===== src/hw/rtl/lspq_pkg.sv =====
// Shared constants, codes and controller/datapath interface types for the
// linear scan priority queue. No dependencies.
`default_nettype none

package lspq_pkg;

  localparam int unsigned DEPTH   = 16;
  localparam int unsigned AW      = $clog2(DEPTH);
  localparam int unsigned CW      = $clog2(DEPTH + 1);
  localparam int unsigned PRIO_W  = 16;
  localparam int unsigned PAY_W   = 32;
  localparam int unsigned ENTRY_W = PRIO_W + PAY_W;
  localparam int unsigned IN_W    = 48;
  localparam int unsigned OUT_W   = 56;

  localparam logic OP_PUSH = 1'b0;
  localparam logic OP_POP  = 1'b1;

  typedef enum logic [1:0] {
    ST_DONE  = 2'd0,
    ST_FULL  = 2'd1,
    ST_EMPTY = 2'd2
  } status_e;

  typedef struct packed {
    logic accept;
    logic sweep;
    logic shift_mode;
    logic shift_start;
    logic finish;
  } cmd_t;

  typedef struct packed {
    logic empty;
    logic sweep_done;
    logic out_busy;
  } sts_t;

endpackage

`default_nettype wire


===== src/hw/rtl/linear_scan_priority_queue.sv =====
// Top level of the linear scan priority queue: joins the controller and the
// datapath. Depends on lspq_pkg, lspq_ctrl, lspq_dp.
//
//   Channel  Direction  Ports                 Contents
//   s_axis   in         tdata[47:0], tuser    one push or pop request
//   m_axis   out        tdata[55:0]           status, popped entry, flags
//
// A push or a pop on an empty queue goes from the idle state straight to the result state.
// A pop over N stored entries scans them through the RAM read port, one per
// cycle, then shifts the entries behind the winner down, one per cycle.
// Reset clears the count and the control state; the entry RAM needs no clearing.
// A new transaction is taken while a finished result still waits on m_axis.
`default_nettype none

module linear_scan_priority_queue
  import lspq_pkg::*;
(
  input  wire logic              clk_i,
  input  wire logic              rst_ni,
  input  wire logic              s_axis_tvalid,
  output logic                   s_axis_tready,
  input  wire logic [IN_W-1:0]   s_axis_tdata,  // item_priority[15:0], item_payload[47:16]
  input  wire logic [0:0]        s_axis_tuser,  // op[0]
  output logic                   m_axis_tvalid,
  input  wire logic              m_axis_tready,
  output logic      [OUT_W-1:0]  m_axis_tdata   // status[1:0], out_priority[17:2],
                                                // out_payload[49:18], is_empty[50],
                                                // is_full[51], zero[55:52]
);

  cmd_t cmd;
  sts_t sts;

  lspq_ctrl u_ctrl (
    .clk_i     (clk_i),
    .rst_ni    (rst_ni),
    .in_valid_i(s_axis_tvalid),
    .in_pop_i  (s_axis_tuser[0]),
    .in_ready_o(s_axis_tready),
    .sts_i     (sts),
    .cmd_o     (cmd)
  );

  lspq_dp u_dp (
    .clk_i      (clk_i),
    .rst_ni     (rst_ni),
    .cmd_i      (cmd),
    .sts_o      (sts),
    .in_pop_i   (s_axis_tuser[0]),
    .in_prio_i  (s_axis_tdata[PRIO_W-1:0]),
    .in_pay_i   (s_axis_tdata[ENTRY_W-1:PRIO_W]),
    .out_ready_i(m_axis_tready),
    .out_valid_o(m_axis_tvalid),
    .out_data_o (m_axis_tdata)
  );

endmodule

`default_nettype wire


===== src/hw/rtl/lspq_ram.sv =====
// Generic single-write, single-read RAM with a registered read port.
// No dependencies.
`default_nettype none

module lspq_ram #(
  parameter int unsigned WIDTH = 8,
  parameter int unsigned DEPTH = 16
) (
  input  wire logic                     clk_i,
  input  wire logic                     we_i,
  input  wire logic [$clog2(DEPTH)-1:0] waddr_i,
  input  wire logic [WIDTH-1:0]         wdata_i,
  input  wire logic                     re_i,
  input  wire logic [$clog2(DEPTH)-1:0] raddr_i,
  output logic      [WIDTH-1:0]         rdata_o
);

  logic [WIDTH-1:0] mem [DEPTH];

  always_ff @(posedge clk_i) begin
    if (we_i) begin
      mem[waddr_i] <= wdata_i;
    end
    if (re_i) begin
      rdata_o <= mem[raddr_i];
    end
  end

endmodule

`default_nettype wire


===== src/hw/rtl/lspq_ctrl.sv =====
// Controller state machine of the priority queue: sequences accept, scan,
// shift and result. Depends on lspq_pkg.
`default_nettype none

module lspq_ctrl
  import lspq_pkg::*;
(
  input  wire logic clk_i,
  input  wire logic rst_ni,
  input  wire logic in_valid_i,
  input  wire logic in_pop_i,
  output logic      in_ready_o,
  input  wire sts_t sts_i,
  output cmd_t      cmd_o
);

  typedef enum logic [1:0] {
    S_IDLE,
    S_SCAN,
    S_SHIFT,
    S_RESULT
  } state_e;

  state_e state_q, state_d;

  assign in_ready_o = (state_q == S_IDLE);

  always_comb begin
    state_d = state_q;
    cmd_o   = '0;
    case (state_q)
      S_IDLE: begin
        if (in_valid_i) begin
          cmd_o.accept = 1'b1;
          if (in_pop_i == OP_POP && !sts_i.empty) begin
            state_d = S_SCAN;
          end else begin
            state_d = S_RESULT;
          end
        end
      end
      S_SCAN: begin
        cmd_o.sweep = 1'b1;
        if (sts_i.sweep_done) begin
          cmd_o.shift_start = 1'b1;
          state_d           = S_SHIFT;
        end
      end
      S_SHIFT: begin
        cmd_o.sweep      = 1'b1;
        cmd_o.shift_mode = 1'b1;
        if (sts_i.sweep_done) begin
          state_d = S_RESULT;
        end
      end
      S_RESULT: begin
        if (!sts_i.out_busy) begin
          cmd_o.finish = 1'b1;
          state_d      = S_IDLE;
        end
      end
      default: begin
        state_d = S_IDLE;
      end
    endcase
  end

  always_ff @(posedge clk_i or negedge rst_ni) begin
    if (!rst_ni) begin
      state_q <= S_IDLE;
    end else begin
      state_q <= state_d;
    end
  end

endmodule

`default_nettype wire


===== src/hw/rtl/lspq_dp.sv =====
// Datapath of the priority queue: entry RAM, count, scan and shift pointers,
// best-entry tracking and the result register. Depends on lspq_pkg, lspq_ram.
`default_nettype none

module lspq_dp
  import lspq_pkg::*;
(
  input  wire logic                     clk_i,
  input  wire logic                     rst_ni,
  input  wire cmd_t                     cmd_i,
  output sts_t                          sts_o,
  input  wire logic                     in_pop_i,
  input  wire logic signed [PRIO_W-1:0] in_prio_i,
  input  wire logic signed [PAY_W-1:0]  in_pay_i,
  input  wire logic                     out_ready_i,
  output logic                          out_valid_o,
  output logic [OUT_W-1:0]              out_data_o
);

  logic                     in_pop_q;
  logic signed [PRIO_W-1:0] in_prio_q;
  logic signed [PAY_W-1:0]  in_pay_q;
  logic [CW-1:0]            cnt_q, cnt_d;
  logic [CW-1:0]            ptr_q, ptr_d;
  logic [AW-1:0]            ridx_q;
  logic                     rvld_q;
  logic [AW-1:0]            best_idx_q;
  logic signed [PRIO_W-1:0] best_prio_q;
  logic signed [PAY_W-1:0]  best_pay_q;
  logic                     out_vld_q;
  logic [1:0]               out_st_q;
  logic signed [PRIO_W-1:0] out_prio_q;
  logic signed [PAY_W-1:0]  out_pay_q;
  logic                     out_empty_q;
  logic                     out_full_q;

  logic                     full;
  logic                     empty;
  logic                     rd_en;
  logic [ENTRY_W-1:0]       rdata;
  logic signed [PRIO_W-1:0] rprio;
  logic signed [PAY_W-1:0]  rpay;
  logic                     take;
  logic                     sh_we;
  logic                     push_we;
  logic                     we;
  logic [AW-1:0]            waddr;
  logic [ENTRY_W-1:0]       wdata;

  assign full    = (cnt_q == CW'(DEPTH));
  assign empty   = (cnt_q == '0);
  assign rd_en   = cmd_i.sweep && (ptr_q < cnt_q);
  assign rprio   = rdata[PRIO_W-1:0];
  assign rpay    = rdata[ENTRY_W-1:PRIO_W];
  assign take    = cmd_i.sweep && !cmd_i.shift_mode && rvld_q &&
                   (ridx_q == '0 || rprio < best_prio_q);
  assign sh_we   = cmd_i.sweep && cmd_i.shift_mode && rvld_q;
  assign push_we = cmd_i.finish && (in_pop_q == OP_PUSH) && !full;
  assign we      = sh_we || push_we;
  assign waddr   = sh_we ? (ridx_q - AW'(1)) : cnt_q[AW-1:0];
  assign wdata   = sh_we ? rdata : {in_pay_q, in_prio_q};

  lspq_ram #(
    .WIDTH(ENTRY_W),
    .DEPTH(DEPTH)
  ) u_ram (
    .clk_i  (clk_i),
    .we_i   (we),
    .waddr_i(waddr),
    .wdata_i(wdata),
    .re_i   (rd_en),
    .raddr_i(ptr_q[AW-1:0]),
    .rdata_o(rdata)
  );

  assign sts_o.empty      = empty;
  assign sts_o.sweep_done = (ptr_q >= cnt_q) && !rvld_q;
  assign sts_o.out_busy   = out_vld_q && !out_ready_i;

  always_comb begin
    ptr_d = ptr_q;
    if (cmd_i.accept) begin
      ptr_d = '0;
    end else if (cmd_i.shift_start) begin
      ptr_d = CW'(best_idx_q) + CW'(1);
    end else if (rd_en) begin
      ptr_d = ptr_q + CW'(1);
    end
  end

  always_comb begin
    cnt_d = cnt_q;
    if (cmd_i.finish) begin
      if (in_pop_q == OP_PUSH) begin
        if (!full) begin
          cnt_d = cnt_q + CW'(1);
        end
      end else if (!empty) begin
        cnt_d = cnt_q - CW'(1);
      end
    end
  end

  always_ff @(posedge clk_i or negedge rst_ni) begin
    if (!rst_ni) begin
      cnt_q     <= '0;
      ptr_q     <= '0;
      rvld_q    <= 1'b0;
      out_vld_q <= 1'b0;
    end else begin
      cnt_q  <= cnt_d;
      ptr_q  <= ptr_d;
      rvld_q <= rd_en;
      if (cmd_i.finish) begin
        out_vld_q <= 1'b1;
      end else if (out_ready_i) begin
        out_vld_q <= 1'b0;
      end
    end
  end

  always_ff @(posedge clk_i) begin
    if (cmd_i.accept) begin
      in_pop_q  <= in_pop_i;
      in_prio_q <= in_prio_i;
      in_pay_q  <= in_pay_i;
    end
    if (rd_en) begin
      ridx_q <= ptr_q[AW-1:0];
    end
    if (take) begin
      best_idx_q  <= ridx_q;
      best_prio_q <= rprio;
      best_pay_q  <= rpay;
    end
    if (cmd_i.finish) begin
      out_prio_q  <= '1;
      out_pay_q   <= '1;
      out_empty_q <= (cnt_d == '0);
      out_full_q  <= (cnt_d == CW'(DEPTH));
      if (in_pop_q == OP_PUSH) begin
        out_st_q <= full ? ST_FULL : ST_DONE;
      end else if (empty) begin
        out_st_q <= ST_EMPTY;
      end else begin
        out_st_q   <= ST_DONE;
        out_prio_q <= best_prio_q;
        out_pay_q  <= best_pay_q;
      end
    end
  end

  assign out_valid_o = out_vld_q;
  assign out_data_o  = {4'b0, out_full_q, out_empty_q, out_pay_q, out_prio_q, out_st_q};

endmodule

`default_nettype wire


===== config.mk =====
export PLATFORM = sky130hd
export DESIGN_NAME = linear_scan_priority_queue
export DESIGN_NICKNAME = d
export VERILOG_FILES = /design/src/hw/rtl/lspq_pkg.sv /design/src/hw/rtl/linear_scan_priority_queue.sv /design/src/hw/rtl/lspq_ram.sv /design/src/hw/rtl/lspq_ctrl.sv /design/src/hw/rtl/lspq_dp.sv
export SDC_FILE = /design/constraint.sdc
export NUM_CORES = 1
export LEC_CHECK = 0
export ABC_AREA = 0
export ABC_CLOCK_PERIOD_IN_PS = 14000
export BUFFER_PORTS_ARGS = -buffer_cell sky130_fd_sc_hd__buf_4
export CORE_MARGIN = 3
export CORE_UTILIZATION = 45
export DETAILED_ROUTE_END_ITERATION = 10
export GPL_TIMING_DRIVEN = 0
export PLACE_DENSITY_LB_ADDON = 0.08
export SYNTH_ARGS = -nofsm -noshare
export SYNTH_HDL_FRONTEND = slang
export SYNTH_HIERARCHICAL = 1
export SYNTH_SLANG_ARGS = --single-unit

===== constraint.sdc =====
create_clock -name clk_i -period 14 [get_ports clk_i]
set_input_delay 2.8 -clock clk_i [delete_from_list [all_inputs] [get_ports clk_i]]
set_output_delay 2.8 -clock clk_i [all_outputs]
set_load 0.05 [all_outputs]

; Word-level counts from Yosys, hierarchy flattened
; Memory sizes are Yosys's and may differ from the RTL's. A register that Yosys moved wholly into a read port is not among the register bits.
; Cells that the tools add are included.
[word_totals]
mem_bits_rw = 768
in_bits = 53
out_inout_bits = 58
register_bits = 171
memories = 1
[mem_list]
columns = name, depth, width, read_ports, rd_ports_with_merged_regs, write_ports, line_no
row1 = u_dp.u_ram.mem, 16, 48, 1, 1, 1, lspq_ram.sv:18  ; logic [WIDTH-1:0] mem [DEPTH];
[op_classes]
n_bitwise = 1
addsub = 5
n_eq_ne = 9
n_reduce_logical = 27
order_cmp = 3
n_mux = 30
[op_table]
columns = op, n
row1 = $mux W48, 1
row2 = $mux W5, 7
row3 = $lt A16 B16 Y1, 1
row4 = $mux W2, 7
row5 = $mux W1, 13
row6 = $logic_and A1 B1 Y1, 11
row7 = $add A5 B1 Y5 const B, 2
row8 = $eq A5 B5 Y1 const B, 2
row9 = $logic_not A5 Y1, 2
row10 = $ne A2 B2 Y1 const B, 4
row11 = $pmux W2 S4, 1
row12 = $add A4 B1 Y5 const B, 1
row13 = $ge A5 B5 Y1, 1
row14 = $logic_not A1 Y1, 5
row15 = $lt A5 B5 Y1, 1
row16 = $sub A5 B1 Y5 const B, 1
row17 = $eq A2 B2 Y1 const B, 2
row18 = $logic_not A4 Y1, 1
row19 = $mux W4, 1
row20 = $reduce_and A4 Y1, 1
row21 = $reduce_or A2 Y1, 2
row22 = $sub A4 B1 Y4 const B, 1
row23 = $reduce_bool A3 Y1, 1
row24 = $eq A2 B1 Y1 const B, 1
row25 = other kinds (4), 5

; Longest topological paths before layout
; Gate-level depths: netlist of the first run.
[logic_depth]
word_depth = 9
depth_mapped = 16

; Modules after synthesis
; The synthesis of the first run kept the hierarchy.
[by_module_without_submodules]
columns = module, n_inst, area_per_inst_um2, cells_per_inst, seq_area_each_um2
row1 = lspq_ram, 1, 30171.4, 1242, 24503.5
row2 = lspq_dp, 1, 7239.4, 471, 5014.8
row3 = lspq_ctrl, 1, 217.7, 22, 50.0

; Least setup slack after synthesis of the first run
; OpenSTA, ideal clock, no wires.
[synth_timing]
path_kind = input to register
startpoint = input port m_axis_tready
endpoint = memory u_dp/u_ram/mem[0][0] (netlist name) (enable)
path_slack_ns = 3.392
t_arrival_ns = 10.095
setup_time_ns = 0.513
path_stages = 6
n_path_buf = 0
path_cell_list = nor2b_1 -> nor2b_1 -> inv_1 -> o21ai_0 -> or3b_2 -> nor3_1
[synth_rtl]
columns = item, line_no
row1 = "start, declared", linear_scan_priority_queue.sv:25  ; input wire logic m_axis_tready,
row2 = "end, declared", lspq_ram.sv:18

==> results of run 1 <==
## cell families after synthesis
| logic type | Yosys count |
|---|---|
| AOI/OAI and AO/OA | 154 |
| xor gates and xnor gates | 6 |
| adders and majority gates | 31 |
| buffers and inverters | 119 |
| DFF | 987 |
| muxes | 246 |
| other | 1 |
| and+or+nand+nor | 191 |
## worst reg2reg max path: stages (launching register included)
cell and delay, ns:
dfrtp_1 0.39, inv_1 0.12, ha_1 0.37, nand3_1 0.22, clkbuf_1 0.78, clkbuf_1 0.62
o21ai_0 0.35, nand3b_1 0.46, nor3_2 0.78, buf_6 0.26, buf_8 0.16, buf_6 0.17
buf_6 0.16, buf_6 0.14, buf_6 0.15
## sequential cells by signal, summed over array words and instances (netlist names), 2 cells and up
name	cells
u_dp/in_prio_q	16
u_dp/out_pay_q	32
u_dp/best_pay_q	32
u_dp/u_ram/rdata_o	48
u_dp/ridx_q	4
u_dp/u_ram/mem	768
u_dp/cnt_q	5
u_dp/out_prio_q	16
u_dp/best_idx_q	4
u_dp/best_prio_q	16
u_dp/ptr_q	5
u_dp/in_pay_q	32
u_ctrl/state_q	2
u_dp/out_st_q	2
## worst max path at each step
stage / end / from / depth (start not counted)
2_1_floorplan: u_dp/u_ram/mem[0][0]$_DFFE_PP_ / m_axis_tready / 6
3_3_place_gp: u_dp/u_ram/mem[8][42]$_DFFE_PP_ / m_axis_tready / 7
3_5_place_dp: u_dp/u_ram/mem[4][42]$_DFFE_PP_ / m_axis_tready / 13
4_1_cts: u_dp/u_ram/mem[8][37]$_DFFE_PP_ / m_axis_tready / 12
5_1_grt: u_dp/u_ram/mem[4][39]$_DFFE_PP_ / m_axis_tready / 13
6_report: u_dp/u_ram/mem[8][43]$_DFFE_PP_ / m_axis_tready / 12
## cell type report
class / instances / share of cell area
Sequential cell: 987 / 0.670
Multi-Input combinational cell: 632 / 0.173
Inverter: 32 / 0.00272
Buffer: 87 / 0.00997
Clock buffer: 123 / 0.0605
Clock inverter: 62 / 0.0133
Timing Repair Buffer: 165 / 0.0402
Tap cell: 1070 / 0.0303
Antenna cell: 1 / 0.0000567
## metal layers
layer | vias to the layer above | global-route usage | part of all wire
met5 | - | 0 | 0
li1 | 7720 | - | -
met4 | 0 | 0.0507 | 0.020
met3 | 111 | 0.0319 | 0.048
met1 | 9585 | 0.289 | 0.44
met2 | 436 | 0.334 | 0.49
## cell usage after synthesis (2+ instances only)
library cell	n
o21ai_0	15
o31a_1	2
or2_2	31
and3_1	2
nand2_1	63
mux4_2	192
o22ai_1	2
dfrtp_1	14
buf_1	16
mux2_2	51
xor2_1	3
buf_2	10
xnor2_1	3
a21o_1	3
nor2_1	23
clkbuf_1	35
buf_4	25
nand4_1	4
ha_1	31
or2_1	4
nand2b_1	25
a31oi_1	2
o311ai_0	2
nor3_1	11
nand3b_1	4
nor2b_1	5
nand3_1	4
or3b_2	2
a21oi_1	17
and2_1	3
inv_1	32
mux2i_1	3
o21a_1	2
a22oi_1	98
edfxtp_1	973
## power breakdown
group          total, mW  switching [mW]  internal (mW)  leakage [nW]
clock               2.65            1.10           1.56          1.59
sequential          4.02           0.144           3.88          8.95
combinational       2.55            1.57          0.985          3.79
total               9.23            2.81           6.42          14.3
==> metrics, run 1 <==
outcome=finished clean; commonest non-fill, non-tap cells in the layout=edfxtp_1, mux4_2, buf_4; CTS Sinks=987; min-delay src=u_dp/u_ram/rdata_o[42]$_DFFE_PP_; critical path, cell by cell=buf_4 -> nor2b_1 -> nor2b_4 -> inv_1 -> o21ai_0 -> nand3b_1 -> nor3_2 -> buf_4 -> buf_6 -> buf_6 -> buf_6 -> buf_6; drt drc=0; Final Hold Vio Count=0; Hold-fix buffers, CTS=0; synthesized flop and latch total=987; ys async rst share=0.0142; Worst-path clk slew=0.06 ns; final setup fails=0; post-CTS sizing=0; num ports=111; Initial Util=0.456; Placement Setup Slack=7.44 ns; area of the multi-input gates=7650 µm²; area post-placement=40,900 µm²; Worst-Skew Late Latency=0.66 ns; worst setup margin=8.06 ns; CTS tree=done; Post-Synth Simple-Gate Area=0.0268; WL/cell=27.6 µm; FF-to-FF setup slack=8.58 ns; EDFF count, synth=973; fillers=6,409; DR vias/cell=5.65; fin crit share=0.424; Critical Path RT=14.35 ns; Final #Nets=2,090; Worst Setup Start Kind=input pin; Worst-Margin Slew=1.06 ns; area leader, netlist=edfxtp_1; postcts setup bufs=0; total number of vias=17,900; RR Startpoint=u_ctrl/state_q[0]$_DFFE_PN0P_; worst rel slew slack=0.293; Tot Pwr=9.23 mW; Min-Delay Path Class=flop to flop; synth unique cells=58; Cell Pwr Density=209 nW/µm²; Final min period=5.94 ns; Leakage Power=14.3 nW; CTS max path bufs=3; post-route ant nets=0; total track usage=0.203; Slew Viols, Final=0; GPL Wtd Cong=0.710; largest family of logic cells by synthesized area=multiplexers; max_cap viols=0; top post-synthesis cells by area=edfxtp_1, mux4_2, a22oi_1; Placed Cells=2,973; Critical Path Most Common Cell=buf_6; Root Buffer=clkbuf_16; crit-path max FO=11; fin area=44,200 µm²; Num CTS Buffers=101; DRT Wirelength=87,300 µm; Synth Cell Area=37,600 µm²; drt first pass iters=5; Congestion Overflow GR=0; RSZ-0062 raised after global routing=no; Layout Skew=0.0258 ns; initial antenna violation count=1; Critical Path AT=6.29 ns; Syn Area/Cell=21.7 µm²; Reg area=29,600 µm²; number of global-route vias before repair=18,900; Die Span Y=295 µm; DR iter-0 viols=1,560; hpwl dp=55,200 µm; Hold Path Depth=0; first-pass GRT wire length=128,000 µm; CP Capture Type=flop; die area=87,100 µm²; FF-to-FF End=u_dp/u_ram/mem[4][42]$_DFFE_PP_; Synth top area share=0.776; Ys Warns=6; compound-gate portion of the synthesized area=0.0297; Reg2Reg Depth=14; WS Path Type=input pin to flop; Top FF cell, synth=edfxtp_1; Largest delay share family, worst path=simple AND/OR/NAND/NOR gates; Seq/Total Area, Yosys=0.786; Core Rows=105; Core Util, Final=0.535; ratio of cells with drive above 1 in the final layout=0.307; worst hold path endpoint=u_dp/best_pay_q[26]$_DFFE_PP_; die width=295 µm; mux cell area share after synthesis=0.131; commonest non-fill, non-tap cell in the layout=edfxtp_1; H-Tree Depth=3; worst hold slack=0.448 ns; area growth from synthesis to layout=17.4%; Mapped Cells=1,735; CP max-delay cell=nor3_2; largest net degree at the start of global routing=36; Peak VDD IR=0.000110 V; Non-Filler Instances=3,159; f_max=168 MHz; adder-cell share of the synthesized area=0.0103; core area=82,500 µm²; CP peak stage delay=0.84 ns; IO Port Bufs=106; post-synthesis xor/xnor area fraction=0.00140; buffers and inverters on the worst path=7; setup tns final=0 ns
(Power assumes the default switching activity.)
==> run 2, diff against run 1 <==
--- a/config.mk
+++ b/config.mk
@@ -6,7 +6,7 @@
 export NUM_CORES = 1
 export LEC_CHECK = 0
 export ABC_AREA = 0
-export ABC_CLOCK_PERIOD_IN_PS = 14000
+export ABC_CLOCK_PERIOD_IN_PS = 5500
 export BUFFER_PORTS_ARGS = -buffer_cell sky130_fd_sc_hd__buf_4
 export CORE_MARGIN = 3
 export CORE_UTILIZATION = 45
==> constraint.sdc (replaced) <==
create_clock -name clk_i -period 5.5 [get_ports clk_i]
set_input_delay 1.1 -clock clk_i [delete_from_list [all_inputs] [get_ports clk_i]]
set_output_delay 1.1 -clock clk_i [all_outputs]
set_load 0.05 [all_outputs]
==> metrics, run 2 (synthesis results as in run 1) <==
CTS tree=done; drt first pass iters=5; post-route ant nets=0; buffers and inverters on the worst path=5; crit-path max FO=20; Worst-path clk slew=0.06 ns; worst rel slew slack=0.281; Worst-Skew Late Latency=0.65 ns; largest reg by FF count=u_dp/u_ram/mem; commonest non-fill, non-tap cell in the layout=edfxtp_1; RR Startpoint=u_ctrl/state_q[0]$_DFFE_PN0P_; Internal=16.4 mW; initial antenna violation count=3; CP max-delay cell=nor2_4; Cell Pwr Density=533 nW/µm²; Hold-fix buffers, CTS=0; WL/cell=28.1 µm; switching share of power=0.306; CTS max path bufs=3; die area=87,100 µm²; part of the power in registers=0.433; total track usage=0.207; Worst Setup Start Kind=flop; commonest non-fill, non-tap cells in the layout=edfxtp_1, mux4_2, buf_4; first-pass GRT wire length=129,000 µm; ratio of cells with drive above 1 in the final layout=0.307; total number of vias=18,100; GPL Wtd Cong=0.719; power share of the combinational group=0.280; f_max=196 MHz; area post-placement=41,100 µm²; fillers=6,439; IO Port Bufs=106; largest net degree at the start of global routing=35; fin area=44,400 µm²; WS Path Type=flop to flop; Layout Skew=0.0246 ns; Largest delay share family, worst path=buffers and inverters; number of global-route vias before repair=18,700; final setup fails=0; switching pwr=7.23 mW; core area=82,500 µm²; area growth from synthesis to layout=17.9%; critical path, cell by cell=inv_1 -> ha_1 -> nand3_1 -> clkbuf_2 -> clkbuf_1 -> nand2_1 -> o21ai_1 -> nand2b_1 -> nor2_4 -> buf_16 -> buf_12; Min-Delay Path Class=input pin to asynchronous set/reset pin; Critical Path RT=5.84 ns; Clk pwr share=0.287; DR iter-0 viols=1,635; Initial Util=0.456; Largest register FFs=768; hpwl dp=55,800 µm; # diodes=0; FF-to-FF setup slack=0.40 ns; CTS Sinks=987; CP peak stage delay=0.87 ns; num ports=111; Critical Path AT=5.44 ns; Final min period=5.10 ns; Core Rows=105; fin crit share=0.928; max_cap viols=0; die width=295 µm; Regs by FF count=u_dp/u_ram/mem: 768 flops, u_dp/u_ram/rdata_o: 48 flops; RSZ-0062 raised after global routing=no; outcome=finished clean; Worst-Margin Slew=1.08 ns; CP Capture Type=flop; Final #Nets=2,083; drt drc=0; DR vias/cell=5.73; Slew Viols, Final=0; Reg2Reg Depth=11; Tot Pwr=23.6 mW; Congestion Overflow GR=0; Peak VDD IR=0.000271 V; DRT Wirelength=88,700 µm; Die Span Y=295 µm; H-Tree Depth=3; Root Buffer=clkbuf_16; Leakage Power=14.4 nW; FF-to-FF End=u_dp/u_ram/mem[6][41]$_DFFE_PP_; Placement Setup Slack=-0.265 ns; Final Hold Vio Count=0; worst setup margin=0.399 ns; Num CTS Buffers=103
==> run 2: power groups by stage <==
stage	Combinational [mW]	Clock [mW]	Sequential [mW]
after floorplan	3.93	0	10.6
after global placement	6.07	0	10.4
after detailed placement	6.73	0	10.4
after CTS	6.76	6.95	10.2
after global routing	7.17	7.24	10.3
final	6.62	6.79	10.2
==> run 2: cell type report <==
cell class	count	area [µm²]	area share
inverters	32	120	0.00271
multi-input cells	632	7680	0.173
clock buffers	131	2700	0.0610
plain buffers	87	442	0.00996
repair buffers	156	1930	0.0435
flip-flops and latches	987	29600	0.667
well taps	1070	1340	0.0302
clock inverters	58	576	0.0130
==> run 2: worst max path at each step <==
stage / slack [ns] / startpoint / cells past startpoint / endpoint
final: 0.40 / u_ctrl/state_q[0]$_DFFE_PN0P_ / 11 / u_dp/u_ram/mem[6][41]$_DFFE_PP_
after CTS: 0.36 / u_ctrl/state_q[0]$_DFFE_PN0P_ / 11 / u_dp/u_ram/mem[7][43]$_DFFE_PP_
after detailed placement: -0.26 / u_ctrl/state_q[1]$_DFFE_PN0P_ / 10 / u_dp/u_ram/mem[7][43]$_DFFE_PP_
after global placement: -3.94 / m_axis_tready / 7 / u_dp/u_ram/mem[6][43]$_DFFE_PP_
after floorplan: 0.13 / m_axis_tready / 6 / u_dp/u_ram/mem[5][0]$_DFFE_PP_
after global routing: 0.20 / u_ctrl/state_q[0]$_DFFE_PN0P_ / 11 / u_dp/u_ram/mem[7][43]$_DFFE_PP_
==> run 2: what timing repair did <==
| action | 4_1_cts | 5_1_grt |
|---|---|---|
| setup endpoints to repair | 184 | 0 |
| resized for setup | 3 | 0 |
| setup buffers | 0 | 0 |
==> run 2: per-layer routing <==
metal / vias up / routed length (µm) / global-route usage / part of all wire
li1: 7723 / - / - / -
met1: 9715 / 39000 / 0.294 / 0.44
met2: 481 / 43400 / 0.339 / 0.49
met3: 135 / 4420 / 0.0340 / 0.050
met4: 0 / 1840 / 0.0515 / 0.021
met5: - / 0 / 0 / 0
==> run 2: stage by stage <==
stage	util	TNS (ns)	std cells	hold slack, ns
2_1_floorplan	-	0	1738	0.422
3_3_place_gp	0.483	-2806.67	2914	0.434
3_5_place_dp	0.498	-19.39	2964	0.433
4_1_cts	0.538	0	3153	0.265
5_1_grt	0.538	0	3153	0.281
6_report	0.538	0	3153	0.303
